### config.mk
export PLATFORM = sky130hd
export DESIGN_NAME = hmac_sha1_engine_unit
export DESIGN_NICKNAME = d
export VERILOG_FILES = /design/src/sv/hmac_pkg.sv /design/src/sv/hmac_sha1_engine_unit.sv
export SDC_FILE = /design/constraint.sdc
export NUM_CORES = 2
export LEC_CHECK = 0
export BUFFER_PORTS_ARGS = -buffer_cell sky130_fd_sc_hd__buf_2
export CORE_MARGIN = 8
export CORE_UTILIZATION = 55
export CTS_CLUSTER_DIAMETER = 80
export DETAILED_ROUTE_END_ITERATION = 16
export GPL_TIMING_DRIVEN = 0
export PLACE_DENSITY = 0.71
export SLEW_MARGIN = 20
export SYNTH_ARGS = -nofsm -noshare
export SYNTH_HDL_FRONTEND = slang
export SYNTH_SLANG_ARGS = --single-unit
export TNS_END_PERCENT = 100
### constraint.sdc
create_clock -name clk -period 74 [get_ports clk]
set_input_delay 3.7 -clock clk [delete_from_list [all_inputs] [get_ports clk]]
set_output_delay 3.7 -clock clk [all_outputs]
set_load 0.01 [all_outputs]
### src/sv/hmac_pkg.sv
// ----------------------------------------------------------------------------
// HMAC-SHA1 engine package
// Payload types, SHA-1 constants and byte helpers shared by the engine and its testbench.
// ----------------------------------------------------------------------------
`default_nettype none

package hmac_pkg;

    typedef struct packed {
        logic       opcode;
        logic       has_byte;
        logic [7:0] data_byte;
        logic       last;
    } item_t;

    typedef struct packed {
        logic [31:0] tag_word;
        logic        word_last;
    } tag_t;

    localparam logic OP_KEY = 1'b0;
    localparam logic OP_MSG = 1'b1;

    localparam logic [7:0] IPAD_BYTE = 8'h36;
    localparam logic [7:0] OPAD_BYTE = 8'h5c;
    localparam logic [7:0] MARK_BYTE = 8'h80;

    localparam int unsigned BLOCK_BYTES  = 64;
    localparam int unsigned DIGEST_BYTES = 20;

    // Bit length of the outer message: one pad block plus the inner digest.
    localparam logic [63:0] OUTER_BITS = 64'd672;

    localparam logic [159:0] SHA_IV = {32'h67452301, 32'hEFCDAB89, 32'h98BADCFE,
                                       32'h10325476, 32'hC3D2E1F0};

    localparam logic [31:0] K0 = 32'h5A827999;
    localparam logic [31:0] K1 = 32'h6ED9EBA1;
    localparam logic [31:0] K2 = 32'h8F1BBCDC;
    localparam logic [31:0] K3 = 32'hCA62C1D6;

    // Byte i (0 first) of a 160-bit digest, big-endian.
    function automatic logic [7:0] digest_byte(input logic [159:0] d, input logic [4:0] i);
        logic [7:0] r;
        r = d[8'd159 - {i, 3'b000} -: 8];
        return r;
    endfunction

    // Byte j (0 first) of a 64-bit big-endian length field.
    function automatic logic [7:0] length_byte(input logic [63:0] v, input logic [2:0] j);
        logic [7:0] r;
        r = v[6'd63 - {j, 3'b000} -: 8];
        return r;
    endfunction

endpackage

`default_nettype wire

### src/sv/hmac_sha1_engine_unit.sv
// ----------------------------------------------------------------------------
// HMAC-SHA1 engine
// Streams key and message bytes and returns the 160-bit HMAC-SHA1 tag.
// ----------------------------------------------------------------------------
// Bytes are accepted only while the engine is idle. Each SHA-1 block compression
// streams the block from a byte memory into the schedule register, runs 80
// rounds and then adds into the chain, with the item channel stalled throughout.
// The final message item costs three or four compressions before the five tag
// words appear, one per cycle while not stalled. Reset is asynchronous and
// returns the engine to awaiting a new key.
`default_nettype none

module hmac_sha1_engine_unit (
    input  wire logic           clk,
    input  wire logic           rst_n,
    input  wire logic           item_valid,
    output logic                item_stall,
    input  wire hmac_pkg::item_t item,
    output logic                tag_valid,
    input  wire logic           tag_stall,
    output hmac_pkg::tag_t      tag
);

    // Top-level sequencer states.
    localparam logic [2:0] ST_IDLE  = 3'd0;
    localparam logic [2:0] ST_LOAD  = 3'd1;
    localparam logic [2:0] ST_ROUND = 3'd2;
    localparam logic [2:0] ST_ADD   = 3'd3;
    localparam logic [2:0] ST_OUT   = 3'd4;

    // Compression jobs. Each names where the 64 bytes of a block come from.
    localparam logic [2:0] J_KEYRAW = 3'd0; // long key: first 64 key bytes
    localparam logic [2:0] J_FULL   = 3'd1; // a full block from the buffer
    localparam logic [2:0] J_FIN1   = 3'd2; // buffered tail with padding
    localparam logic [2:0] J_FIN2   = 3'd3; // extra block holding the length only
    localparam logic [2:0] J_IPAD   = 3'd4; // key XOR inner pad
    localparam logic [2:0] J_OPAD   = 3'd5; // key XOR outer pad
    localparam logic [2:0] J_OUTER  = 3'd6; // inner digest with padding

    localparam logic PH_KEY = 1'b0;
    localparam logic PH_MSG = 1'b1;

    // Control registers.
    logic [2:0]   state_reg, state_next;
    logic [2:0]   job_reg, job_next;
    logic         phase_reg, phase_next;
    logic         fin_pend_reg, fin_pend_next;
    logic         keydig_reg, keydig_next;
    logic [63:0]  kc_reg, kc_next;
    logic [63:0]  mbc_reg, mbc_next;
    logic [6:0]   ld_cnt_reg, ld_cnt_next;
    logic         rdv_reg, rdv_next;
    logic [6:0]   rnd_reg, rnd_next;
    logic [2:0]   out_cnt_reg, out_cnt_next;

    // Datapath registers.
    logic [159:0] chain_reg, chain_next;
    logic [159:0] work_reg, work_next;
    logic [511:0] w_reg, w_next;
    logic [159:0] keyd_reg, keyd_next;
    logic [159:0] inner_reg, inner_next;
    logic [5:0]   fin_n_reg, fin_n_next;
    logic [63:0]  len_reg, len_next;
    logic [5:0]   idx_q_reg;

    // Byte memories: the key pad store and the block buffer.
    localparam int unsigned BLOCK_BYTES_L = hmac_pkg::BLOCK_BYTES;
    logic [7:0]   key_mem [BLOCK_BYTES_L];
    logic [7:0]   buf_mem [BLOCK_BYTES_L];
    logic         key_we, buf_we;
    logic [5:0]   wr_addr;
    logic [7:0]   key_q, buf_q;

    always_ff @(posedge clk)
    begin
        if (key_we)
        begin
            key_mem[wr_addr] <= item.data_byte;
        end
        if (buf_we)
        begin
            buf_mem[wr_addr] <= item.data_byte;
        end
        key_q     <= key_mem[ld_cnt_reg[5:0]];
        buf_q     <= buf_mem[ld_cnt_reg[5:0]];
        idx_q_reg <= ld_cnt_reg[5:0];
    end

    // Byte assembly for the block that is being loaded. Bytes of the key
    // beyond the key count read as zero, which stands in for clearing the
    // pad store; the padding marker and length are inserted here rather
    // than written into the buffer.
    logic [7:0]  key_byte, blk_byte;
    logic [7:0]  pad_xor;
    logic [6:0]  n_val;
    logic        mark_en, len_en;
    logic [63:0] len_val;

    always_comb
    begin
        pad_xor = 8'h00;
        n_val   = 7'd64;
        mark_en = 1'b0;
        len_en  = 1'b0;
        len_val = len_reg;
        case (job_reg)
            J_IPAD:  pad_xor = hmac_pkg::IPAD_BYTE;
            J_OPAD:  pad_xor = hmac_pkg::OPAD_BYTE;
            J_FIN1:
            begin
                n_val   = {1'b0, fin_n_reg};
                mark_en = 1'b1;
                len_en  = (fin_n_reg < 6'd56);
            end
            J_FIN2:
            begin
                n_val  = 7'd0;
                len_en = 1'b1;
            end
            J_OUTER:
            begin
                n_val   = 7'd20;
                mark_en = 1'b1;
                len_en  = 1'b1;
                len_val = hmac_pkg::OUTER_BITS;
            end
            default: ;
        endcase

        if (keydig_reg)
        begin
            key_byte = (idx_q_reg < 6'd20) ?
                       hmac_pkg::digest_byte(keyd_reg, idx_q_reg[4:0]) : 8'h00;
        end
        else
        begin
            key_byte = (kc_reg > {58'd0, idx_q_reg}) ? key_q : 8'h00;
        end

        case (job_reg)
            J_KEYRAW, J_IPAD, J_OPAD: blk_byte = key_byte ^ pad_xor;
            J_OUTER:
                blk_byte = (idx_q_reg < 6'd20) ?
                           hmac_pkg::digest_byte(inner_reg, idx_q_reg[4:0]) : 8'h00;
            default:
                blk_byte = ({1'b0, idx_q_reg} < n_val) ? buf_q : 8'h00;
        endcase
        if (mark_en && ({1'b0, idx_q_reg} == n_val))
        begin
            blk_byte = hmac_pkg::MARK_BYTE;
        end
        if (len_en && (idx_q_reg >= 6'd56))
        begin
            blk_byte = hmac_pkg::length_byte(len_val, idx_q_reg[2:0]);
        end
    end

    // One SHA-1 round on the working variables. The schedule register holds
    // sixteen words with the current word at the top.
    logic [31:0] a, b, c, d, e, f, k, t, w0, w_new;

    always_comb
    begin
        a  = work_reg[159:128];
        b  = work_reg[127:96];
        c  = work_reg[95:64];
        d  = work_reg[63:32];
        e  = work_reg[31:0];
        w0 = w_reg[511:480];
        w_new = w_reg[95:64] ^ w_reg[255:224] ^ w_reg[447:416] ^ w0;
        w_new = {w_new[30:0], w_new[31]};
        if (rnd_reg < 7'd20)
        begin
            f = (b & c) | (~b & d);
            k = hmac_pkg::K0;
        end
        else if (rnd_reg < 7'd40)
        begin
            f = b ^ c ^ d;
            k = hmac_pkg::K1;
        end
        else if (rnd_reg < 7'd60)
        begin
            f = (b & c) | (b & d) | (c & d);
            k = hmac_pkg::K2;
        end
        else
        begin
            f = b ^ c ^ d;
            k = hmac_pkg::K3;
        end
        t = {a[26:0], a[31:27]} + f + e + k + w0;
    end

    logic [159:0] chain_sum;

    always_comb
    begin
        chain_sum = {chain_reg[159:128] + work_reg[159:128],
                     chain_reg[127:96]  + work_reg[127:96],
                     chain_reg[95:64]   + work_reg[95:64],
                     chain_reg[63:32]   + work_reg[63:32],
                     chain_reg[31:0]    + work_reg[31:0]};
    end

    // Handshakes.
    logic accept, tag_take;
    assign item_stall = (state_reg != ST_IDLE);
    assign accept     = item_valid && !item_stall;
    assign tag_valid  = (state_reg == ST_OUT);
    assign tag_take   = tag_valid && !tag_stall;

    always_comb
    begin
        tag.tag_word  = chain_reg[8'd159 - {out_cnt_reg, 5'b00000} -: 32];
        tag.word_last = (out_cnt_reg == 3'd4);
    end

    // Sequencer.
    logic [63:0] kc_inc, mbc_inc;

    always_comb
    begin
        state_next    = state_reg;
        job_next      = job_reg;
        phase_next    = phase_reg;
        fin_pend_next = fin_pend_reg;
        keydig_next   = keydig_reg;
        kc_next       = kc_reg;
        mbc_next      = mbc_reg;
        ld_cnt_next   = ld_cnt_reg;
        rdv_next      = 1'b0;
        rnd_next      = rnd_reg;
        out_cnt_next  = out_cnt_reg;
        chain_next    = chain_reg;
        work_next     = work_reg;
        w_next        = w_reg;
        keyd_next     = keyd_reg;
        inner_next    = inner_reg;
        fin_n_next    = fin_n_reg;
        len_next      = len_reg;
        key_we        = 1'b0;
        buf_we        = 1'b0;
        wr_addr       = 6'd0;
        kc_inc        = kc_reg + 64'd1;
        mbc_inc       = mbc_reg + 64'd8;

        case (state_reg)
            ST_IDLE:
            begin
                ld_cnt_next = 7'd0;
                if (accept && (phase_reg == PH_KEY) && (item.opcode == hmac_pkg::OP_KEY))
                begin
                    wr_addr = kc_reg[5:0];
                    if (item.has_byte)
                    begin
                        kc_next = kc_inc;
                        if (kc_reg < 64'd64)
                        begin
                            key_we = 1'b1;
                        end
                        else
                        begin
                            buf_we = 1'b1;
                        end
                    end
                    fin_pend_next = item.last && (kc_next > 64'd64);
                    fin_n_next    = kc_next[5:0];
                    len_next      = {kc_next[60:0], 3'b000};
                    if (item.has_byte && (kc_reg == 64'd64))
                    begin
                        job_next   = J_KEYRAW;
                        state_next = ST_LOAD;
                    end
                    else if (item.has_byte && (kc_reg > 64'd64) && (kc_reg[5:0] == 6'd63))
                    begin
                        job_next   = J_FULL;
                        state_next = ST_LOAD;
                    end
                    else if (item.last && (kc_next > 64'd64))
                    begin
                        job_next   = J_FIN1;
                        state_next = ST_LOAD;
                    end
                    else if (item.last)
                    begin
                        // A short key: the chain still holds the initial value.
                        job_next   = J_IPAD;
                        state_next = ST_LOAD;
                    end
                end
                else if (accept && (phase_reg == PH_MSG) &&
                         (item.opcode == hmac_pkg::OP_MSG))
                begin
                    wr_addr = mbc_reg[8:3];
                    if (item.has_byte)
                    begin
                        buf_we   = 1'b1;
                        mbc_next = mbc_inc;
                    end
                    fin_pend_next = item.last;
                    fin_n_next    = mbc_next[8:3];
                    len_next      = mbc_next;
                    if (item.has_byte && (mbc_reg[8:3] == 6'd63))
                    begin
                        job_next   = J_FULL;
                        state_next = ST_LOAD;
                    end
                    else if (item.last)
                    begin
                        job_next   = J_FIN1;
                        state_next = ST_LOAD;
                    end
                end
            end

            ST_LOAD:
            begin
                if (ld_cnt_reg != 7'd64)
                begin
                    ld_cnt_next = ld_cnt_reg + 7'd1;
                    rdv_next    = 1'b1;
                end
                if (rdv_reg)
                begin
                    w_next = {w_reg[503:0], blk_byte};
                end
                if (ld_cnt_reg == 7'd64)
                begin
                    work_next  = chain_reg;
                    rnd_next   = 7'd0;
                    state_next = ST_ROUND;
                end
            end

            ST_ROUND:
            begin
                work_next = {t, a, {b[1:0], b[31:2]}, c, d};
                w_next    = {w_reg[479:0], w_new};
                rnd_next  = rnd_reg + 7'd1;
                if (rnd_reg == 7'd79)
                begin
                    state_next = ST_ADD;
                end
            end

            ST_ADD:
            begin
                chain_next  = chain_sum;
                ld_cnt_next = 7'd0;
                state_next  = ST_LOAD;
                case (job_reg)
                    J_KEYRAW, J_FULL:
                    begin
                        if (fin_pend_reg)
                        begin
                            job_next = J_FIN1;
                        end
                        else
                        begin
                            state_next = ST_IDLE;
                        end
                    end
                    J_FIN1, J_FIN2:
                    begin
                        if ((job_reg == J_FIN1) && (fin_n_reg >= 6'd56))
                        begin
                            job_next = J_FIN2;
                        end
                        else if (phase_reg == PH_KEY)
                        begin
                            // The key digest takes the place of the key in the pad store.
                            keyd_next   = chain_sum;
                            keydig_next = 1'b1;
                            chain_next  = hmac_pkg::SHA_IV;
                            job_next    = J_IPAD;
                        end
                        else
                        begin
                            inner_next = chain_sum;
                            chain_next = hmac_pkg::SHA_IV;
                            job_next   = J_OPAD;
                        end
                    end
                    J_IPAD:
                    begin
                        phase_next = PH_MSG;
                        mbc_next   = 64'd512;
                        state_next = ST_IDLE;
                    end
                    J_OPAD:
                    begin
                        job_next = J_OUTER;
                    end
                    default:
                    begin
                        out_cnt_next = 3'd0;
                        state_next   = ST_OUT;
                    end
                endcase
            end

            ST_OUT:
            begin
                if (tag_take)
                begin
                    out_cnt_next = out_cnt_reg + 3'd1;
                    if (out_cnt_reg == 3'd4)
                    begin
                        state_next  = ST_IDLE;
                        phase_next  = PH_KEY;
                        kc_next     = 64'd0;
                        mbc_next    = 64'd0;
                        keydig_next = 1'b0;
                        chain_next  = hmac_pkg::SHA_IV;
                    end
                end
            end

            default:
            begin
                state_next = ST_IDLE;
            end
        endcase
    end

    always_ff @(posedge clk or negedge rst_n)
    begin
        if (!rst_n)
        begin
            state_reg    <= ST_IDLE;
            job_reg      <= J_KEYRAW;
            phase_reg    <= PH_KEY;
            fin_pend_reg <= 1'b0;
            keydig_reg   <= 1'b0;
            kc_reg       <= 64'd0;
            mbc_reg      <= 64'd0;
            ld_cnt_reg   <= 7'd0;
            rdv_reg      <= 1'b0;
            rnd_reg      <= 7'd0;
            out_cnt_reg  <= 3'd0;
            chain_reg    <= hmac_pkg::SHA_IV;
        end
        else
        begin
            state_reg    <= state_next;
            job_reg      <= job_next;
            phase_reg    <= phase_next;
            fin_pend_reg <= fin_pend_next;
            keydig_reg   <= keydig_next;
            kc_reg       <= kc_next;
            mbc_reg      <= mbc_next;
            ld_cnt_reg   <= ld_cnt_next;
            rdv_reg      <= rdv_next;
            rnd_reg      <= rnd_next;
            out_cnt_reg  <= out_cnt_next;
            chain_reg    <= chain_next;
        end
    end

    always_ff @(posedge clk)
    begin
        work_reg  <= work_next;
        w_reg     <= w_next;
        keyd_reg  <= keyd_next;
        inner_reg <= inner_next;
        fin_n_reg <= fin_n_next;
        len_reg   <= len_next;
    end

endmodule

`default_nettype wire

# After elaboration in Yosys (flattened, before gate mapping)
# Memories as Yosys holds them, arrays and structs flattened. A register that Yosys moved wholly into a read port is not among the register bits.
# Cells that the tools add are included.
classes:
  magnitude_cmp: 12
  n_reduce_logical: 48
  n_addsub: 17
  bitwise_logic: 17
  shift: 4
  n_eq_ne: 37
  muxes: 106
ops:
  columns: ["operator", "count"]
  rows:
  - ["$pmux 512 s2", 1]
  - ["$mux 160", 5]
  - ["$mux 64", 12]
  - ["$pmux 160 s2", 2]
  - ["$mux 512", 1]
  - ["$shiftx 167x9->8", 2]
  - ["$add 32x32->32", 9]
  - ["$pmux 64 s3", 1]
  - ["$shiftx 191x9->32", 1]
  - ["$mux 32", 5]
  - ["$xor 32x32->32", 5]
  - ["$and 32x32->32", 4]
  - ["$gt 64x7->1 const B", 2]
  - ["$pmux 64 s2", 1]
  - ["$or 32x32->32", 3]
  - ["$shiftx 71x7->8", 1]
  - ["$mux 3", 23]
  - ["$add 64x1->64 const B", 1]
  - ["$add 64x4->64 const B", 1]
  - ["$eq 64x7->1 const B", 1]
  - ["$gt 64x6->1", 1]
  - ["$lt 64x7->1 const B", 1]
  - ["$mux 8", 7]
  - ["$pmux 7 s2", 3]
  - ["other kinds (49)", 148]
word_totals:
  word_cells: 263
  out_inout_bits: 35
  inputBits: 15
  n_memories: 2
  mem_bits_rw: 1024
  register_bits: 1383
mem_list:
  columns: ["name", "words", "width", "rd", "rd_clocked_by_memory_dff", "write_ports", "line_no", "rtl"]
  rows:
  - ["buf_mem", 64, 8, 1, 1, 1, "hmac_sha1_engine_unit.sv:69", "logic [7:0] buf_mem [BLOCK_BYTES_L];"]
  - ["key_mem", 64, 8, 1, 1, 1, "hmac_sha1_engine_unit.sv:68", "logic [7:0] key_mem [BLOCK_BYTES_L];"]

# Logic depth before layout (Yosys ltp)
logic_depth:
  depth_word: 14
  mapped_depth: 25
  depth_no_buf: 23

# Least setup slack after synthesis
# OpenSTA, ideal clock, no wires.
synth_path:
  path_kind: "register to register"
  from: "register state_reg[0]"
  to: "register w_reg[0], enable pin"
  path_slack_ns: 47.150
  t_required_ns: 72.440
  arrival_ns: 25.290
  setup_ns: 1.560
  synth_period_minus_slack_ns: 26.850
  path_stages_with_launch: 5
  path_buffers: 1
  cell_sequence: "dfrtp_1 clkbuf_1 nor2b_1 nand2_1 a21oi_1"
synth_via:
  elab_chain_len: 3
  elab_cells_between_ends: 5
  classes_between: "eq/ne (3); reduce/logical (2)"
synth_rtl:
  columns: ["item", "line_no", "rtl"]
  rows:
  - ["start, declared", "hmac_sha1_engine_unit.sv:44", "logic [2:0] state_reg, state_next;"]
  - ["start signal, assigned", "hmac_sha1_engine_unit.sv:446", "state_reg <= state_next;"]
  - ["$eq 3x1->1 / $eq 3x2->1 (equally long branches)", "hmac_sha1_engine_unit.sv:248", "case (state_reg)"]
  - ["$ne 2x2->1 (no line) / $reduce_bool 2->1 (equally long branches)", null, null]
  - ["$reduce_and 2->1 (no line) (*)", null, null]
  - ["end signal, assigned", "hmac_sha1_engine_unit.sv:464", "w_reg <= w_next;"]
  - ["end, declared", "hmac_sha1_engine_unit.sv:59", "logic [511:0] w_reg, w_next;"]
# Every way passes the cells marked *; elsewhere a longest branch is shown, timed or not.
# A chain may end at the register's enable or synchronous reset.

# Worst setup path in the final report
layout_path:
  from: "register rnd_reg[4]"
  to: "register work_reg[156] (data pin)"
layout_via:
  elab_chain_len: 9
  elab_cells_between_ends: 14
  classes_between: "add/sub (4); order compare (3); mux (7)"
layout_rtl:
  columns: ["item", "line_no", "rtl"]
  rows:
  - ["start, declared", "hmac_sha1_engine_unit.sv:53", "logic [6:0] rnd_reg, rnd_next;"]
  - ["start signal, assigned", "hmac_sha1_engine_unit.sv:455", "rnd_reg <= rnd_next;"]
  - ["$lt 7x6->1", "hmac_sha1_engine_unit.sv:182", "else if (rnd_reg < 7'd60)"]
  - ["$mux 32", "hmac_sha1_engine_unit.sv:182", null]
  - ["$mux 32", "hmac_sha1_engine_unit.sv:177", "else if (rnd_reg < 7'd40)"]
  - ["$mux 32", "hmac_sha1_engine_unit.sv:172", "if (rnd_reg < 7'd20)"]
  - ["$add 32x32->32 (2 in a row)", "hmac_sha1_engine_unit.sv:192", "t = {a[26:0], a[31:27]} + f + e + k + w0;"]
  - ["$add 32x32->32 (*) (2 in a row)", "hmac_sha1_engine_unit.sv:192", null]
  - ["$pmux 160 s2 (*)", "hmac_sha1_engine_unit.sv:248", null]
  - ["named net work_next[156]", "hmac_sha1_engine_unit.sv:58", "logic [159:0] work_reg, work_next;"]
  - ["end signal, assigned", "hmac_sha1_engine_unit.sv:463", "work_reg <= work_next;"]
  - ["end, declared", "hmac_sha1_engine_unit.sv:58", null]
# Mark *: on every way through the listed nets, which the timed path passes. The rest lies on a longest branch.

==> metrics.cfg <==
[outcome]
run_status=complete, no violations

[floorplan]
die_area_um2=224000
core_area_um2=209000
row_count=168
die_height_um=474
die_x_um=474
floorplan.initialDensity_pct=55.1
ioPinCount=50

[clock_tree]
cts.htree.levels=5
cts_buffers=276
cts_tree=yes
clkTransAtPathRegs_ps=60
clock_sink_count=2411
cts.root.buffer_cell=clkbuf_16
post-cts-setup-buffer-count=0
cts_hold_buf=0
clock_latency_ps=940
clockBufferDepth=4
ctsResizeCount=0

[sta]
drv_slew=0
hold_violations=0
slew_headroom_pct=13.5
timing.final.crit_period_ps=9820
worst_pin_slew_ps=1300
finalCritPeriodShare_pct=13.3
rsz0062_at_grt=false
worst_clock_skew_ps=70.4
setup_total_negative_slack_ps=0
peak_freq_ghz=0.102
finalSetupViolCount=0

[layout]
sequential_area_um2=70700
multi_input_area_um2=41800
final_layout_size_suffix_gt1_share_pct=11.9
final_nets=9661
final_cell_area_um2=129000
fill_cells=16000
flow.area_growth_from_synthesis_pct=11.9

[routing]
detailedRoute.firstPassIterationCount=8
antenna_violating_nets_post_route=0
detail_route.vias_per_cell=6.51
drt_wl_total_um=382000
drc=0
route.vias.total=80200
drt-wirelength-per-cell_um=31.1
drtIter0Drc=11900

[setup_path]
worst-endpoint-arrival_ps=10460
crit_required_ps=74630
r2r_startpoint=rnd_reg[4]$_DFFE_PN0P_
critical_path.startpoint_type=flip-flop
classification_of_the_worst_setup_path=reg -> reg
crit_path_max_fanout=10
crit_path_end_kind=flip-flop
timing_startpoint_of_the_critical_path=rnd_reg[4]$_DFFE_PN0P_

[placed_design]
postPlaceCellArea_um2=120000
io_buffer_count=49
dp_hpwl_um=281000
place.gp.congestion=1.01

[hold_path]
hp-class=reg -> reg
min-delay-start=ld_cnt_reg[2]$_DFFE_PN0P_

[synth]
area_fraction_in_compound_gates_after_synthesis_pct=7.74
synthDistinctLibCells=92
post_synthesis_cells=8927
ys_dominant_reg_cell=edfxtp_1
synth-seq-cells=2411
yosys-mux-area-fraction_pct=9.54
post_synth_simple_gate_area_pct=11.4
mappedNetlistArea_um2=115000
synth_warnings=0
synth_edf_count=2077
dominant_combinational_cell_family_by_area_after_synthesis=simple AND/OR/NAND/NOR gates
post_synth_xor_area_fraction_pct=3.00
synth-seq-area-share_pct=61.4
asyncSetResetFlopFracSynth_pct=12.9
avg_cell_area_syn_um2=12.9
syn-num-nets=9282
yosys.area_share.adder_pct=4.51

[global_routing]
grt.overflow.total=0
antenna_violations_before_repair=29
grt_max_degree=93
via_count_of_the_first_global_routing_pass=77100
grt_pass1_wl_um=543000
globalRouteTotalUtil_pct=33.4

[flow_run]
number_of_max_capacitance_violations_reported=0

[pwr]
peakVddDrop_mv=0.0392
power_density_nw_per_um2=31.6
power_leakage_nw=48.9

cell usage in the layout (no fill, tap or decap), types with 23 or more instances in the layout:
cell / count
a211oi_1: 37
a21o_1: 95
a21oi_1: 251
a22o_1: 91
a31oi_1: 43
and3_1: 43
and4_1: 23
buf_1: 38
buf_16: 43
buf_2: 77
clkbuf_1: 447
clkbuf_16: 282
clkbuf_2: 28
clkinv_1: 48
clkinv_2: 30
dfrtp_1: 232
dfstp_2: 80
edfxtp_1: 2077
fa_1: 125
ha_1: 215
inv_1: 211
mux2i_1: 117
mux4_2: 429
nand2_1: 2165
nand2b_1: 34
nand3_1: 134
nand4_1: 66
nor2_1: 446
nor2b_1: 34
nor3_1: 59
nor4_1: 39
o21a_1: 42
o21ai_0: 400
o21bai_1: 26
o22a_1: 81
o22ai_1: 49
o31ai_1: 66
xnor2_1: 266
xor2_1: 115
layout make-up:
cell class	instances	share of cell area [%]
Antenna cell	11	0.0214
Clock inverter	113	0.715
Buffer	494	1.52
Sequential cell	2411	54.9
Tap cell	2805	2.72
Clock buffer	354	5.78
Multi-Input combinational cell	5805	32.5
Inverter	217	0.640
Timing Repair Buffer	101	1.27
metrics by stage:
stage	hold WS, ps	worst slack (ps)	total power (W)	std cells	utilization [%]
after global placement	417	37430	0.00294	11800	56.9
final	432	64180	0.00407	12300	61.7
after floorplan	345	47150	0.00251	8927	-
after CTS	426	64770	0.00406	12300	61.6
after detailed placement	417	64840	0.00277	11800	57.6
after global routing	429	64110	0.00418	12300	61.7
worst paths after layout:
kind                            cells past startpoint                        end  slack, ps
worst max-delay path                               23    work_reg[156]$_DFFE_PP_      64180
worst min-delay path                                0       idx_q_reg[2]$_DFF_P_        430
worst max register to register                     23    work_reg[156]$_DFFE_PP_      64180
worst min register to register                      0       idx_q_reg[2]$_DFF_P_        430
max in group asynchronous                           3  chain_reg[74]$_DFFE_PN1P_      70080
min in group asynchronous                           1     kc_reg[61]$_DFFE_PN0P_       2640
synthesized netlist by cell type (34+ instances only):
cell      instances  area (um^2)
a211oi_1         37          278
a21o_1           95          713
a21oi_1         253         1270
a22o_1           91          797
a31oi_1          43          269
and3_1           43          269
buf_1            55          206
clkbuf_1        406         1520
dfrtp_1         232         5810
dfstp_2          80         2100
edfxtp_1       2077        62400
fa_1            125         2500
ha_1            215         2690
inv_1           213          800
mux2i_1         117         1170
mux4_2          429         9660
nand2_1        2165         8130
nand2b_1         34          213
nand3_1         134          671
nand4_1          66          413
nor2_1          447         1680
nor2b_1          34          213
nor3_1           60          300
nor4_1           39          244
o21a_1           42          315
o21ai_0         400         2000
o22a_1           81          709
o22ai_1          50          313
o31ai_1          66          495
xnor2_1         278         2430
xor2_1          116         1020
cell families (layout without fill, tap and decap cells):
kind of cell / after synthesis / after routing
mux: 559 / 559
other cells: 0 / 11
flops: 2411 / 2411
simple gates: 3149 / 3149
buf+inv: 711 / 1279
fa+ha+maj: 340 / 340
compound gates: 1363 / 1363
xor+xnor: 394 / 394
worst max-delay path: stages (launching register included):
cell and delay [ps]:
dfrtp_1 330, clkbuf_1 360, a41oi_2 530, nand2_1 760, clkinv_1 610, nor2_1 920, inv_1 460, clkbuf_1 610
nor2_1 240, nor2_1 170, fa_1 520, inv_1 60, fa_1 530, inv_1 40, ha_1 260, clkbuf_1 280
nand3_1 160, nor3_1 580, nand3_1 140, a211oi_1 830, o21ai_0 430, o21ai_0 320, xnor2_1 210, o21ai_0 130
routing by layer:
metal	track usage [%]	wire (um)
met1	45.8	146000
met2	49.4	166000
met3	9.26	47200
met4	16.3	23100
met5	0	129
report_power, final:
group | internal [W] | switching [W] | leakage [nW]
registers | 0.00169 | 0.0000999 | 24.4
logic | 0.000379 | 0.000602 | 20.5
clock network | 0.000754 | 0.000551 | 4.06
(Power assumes the default switching activity.)
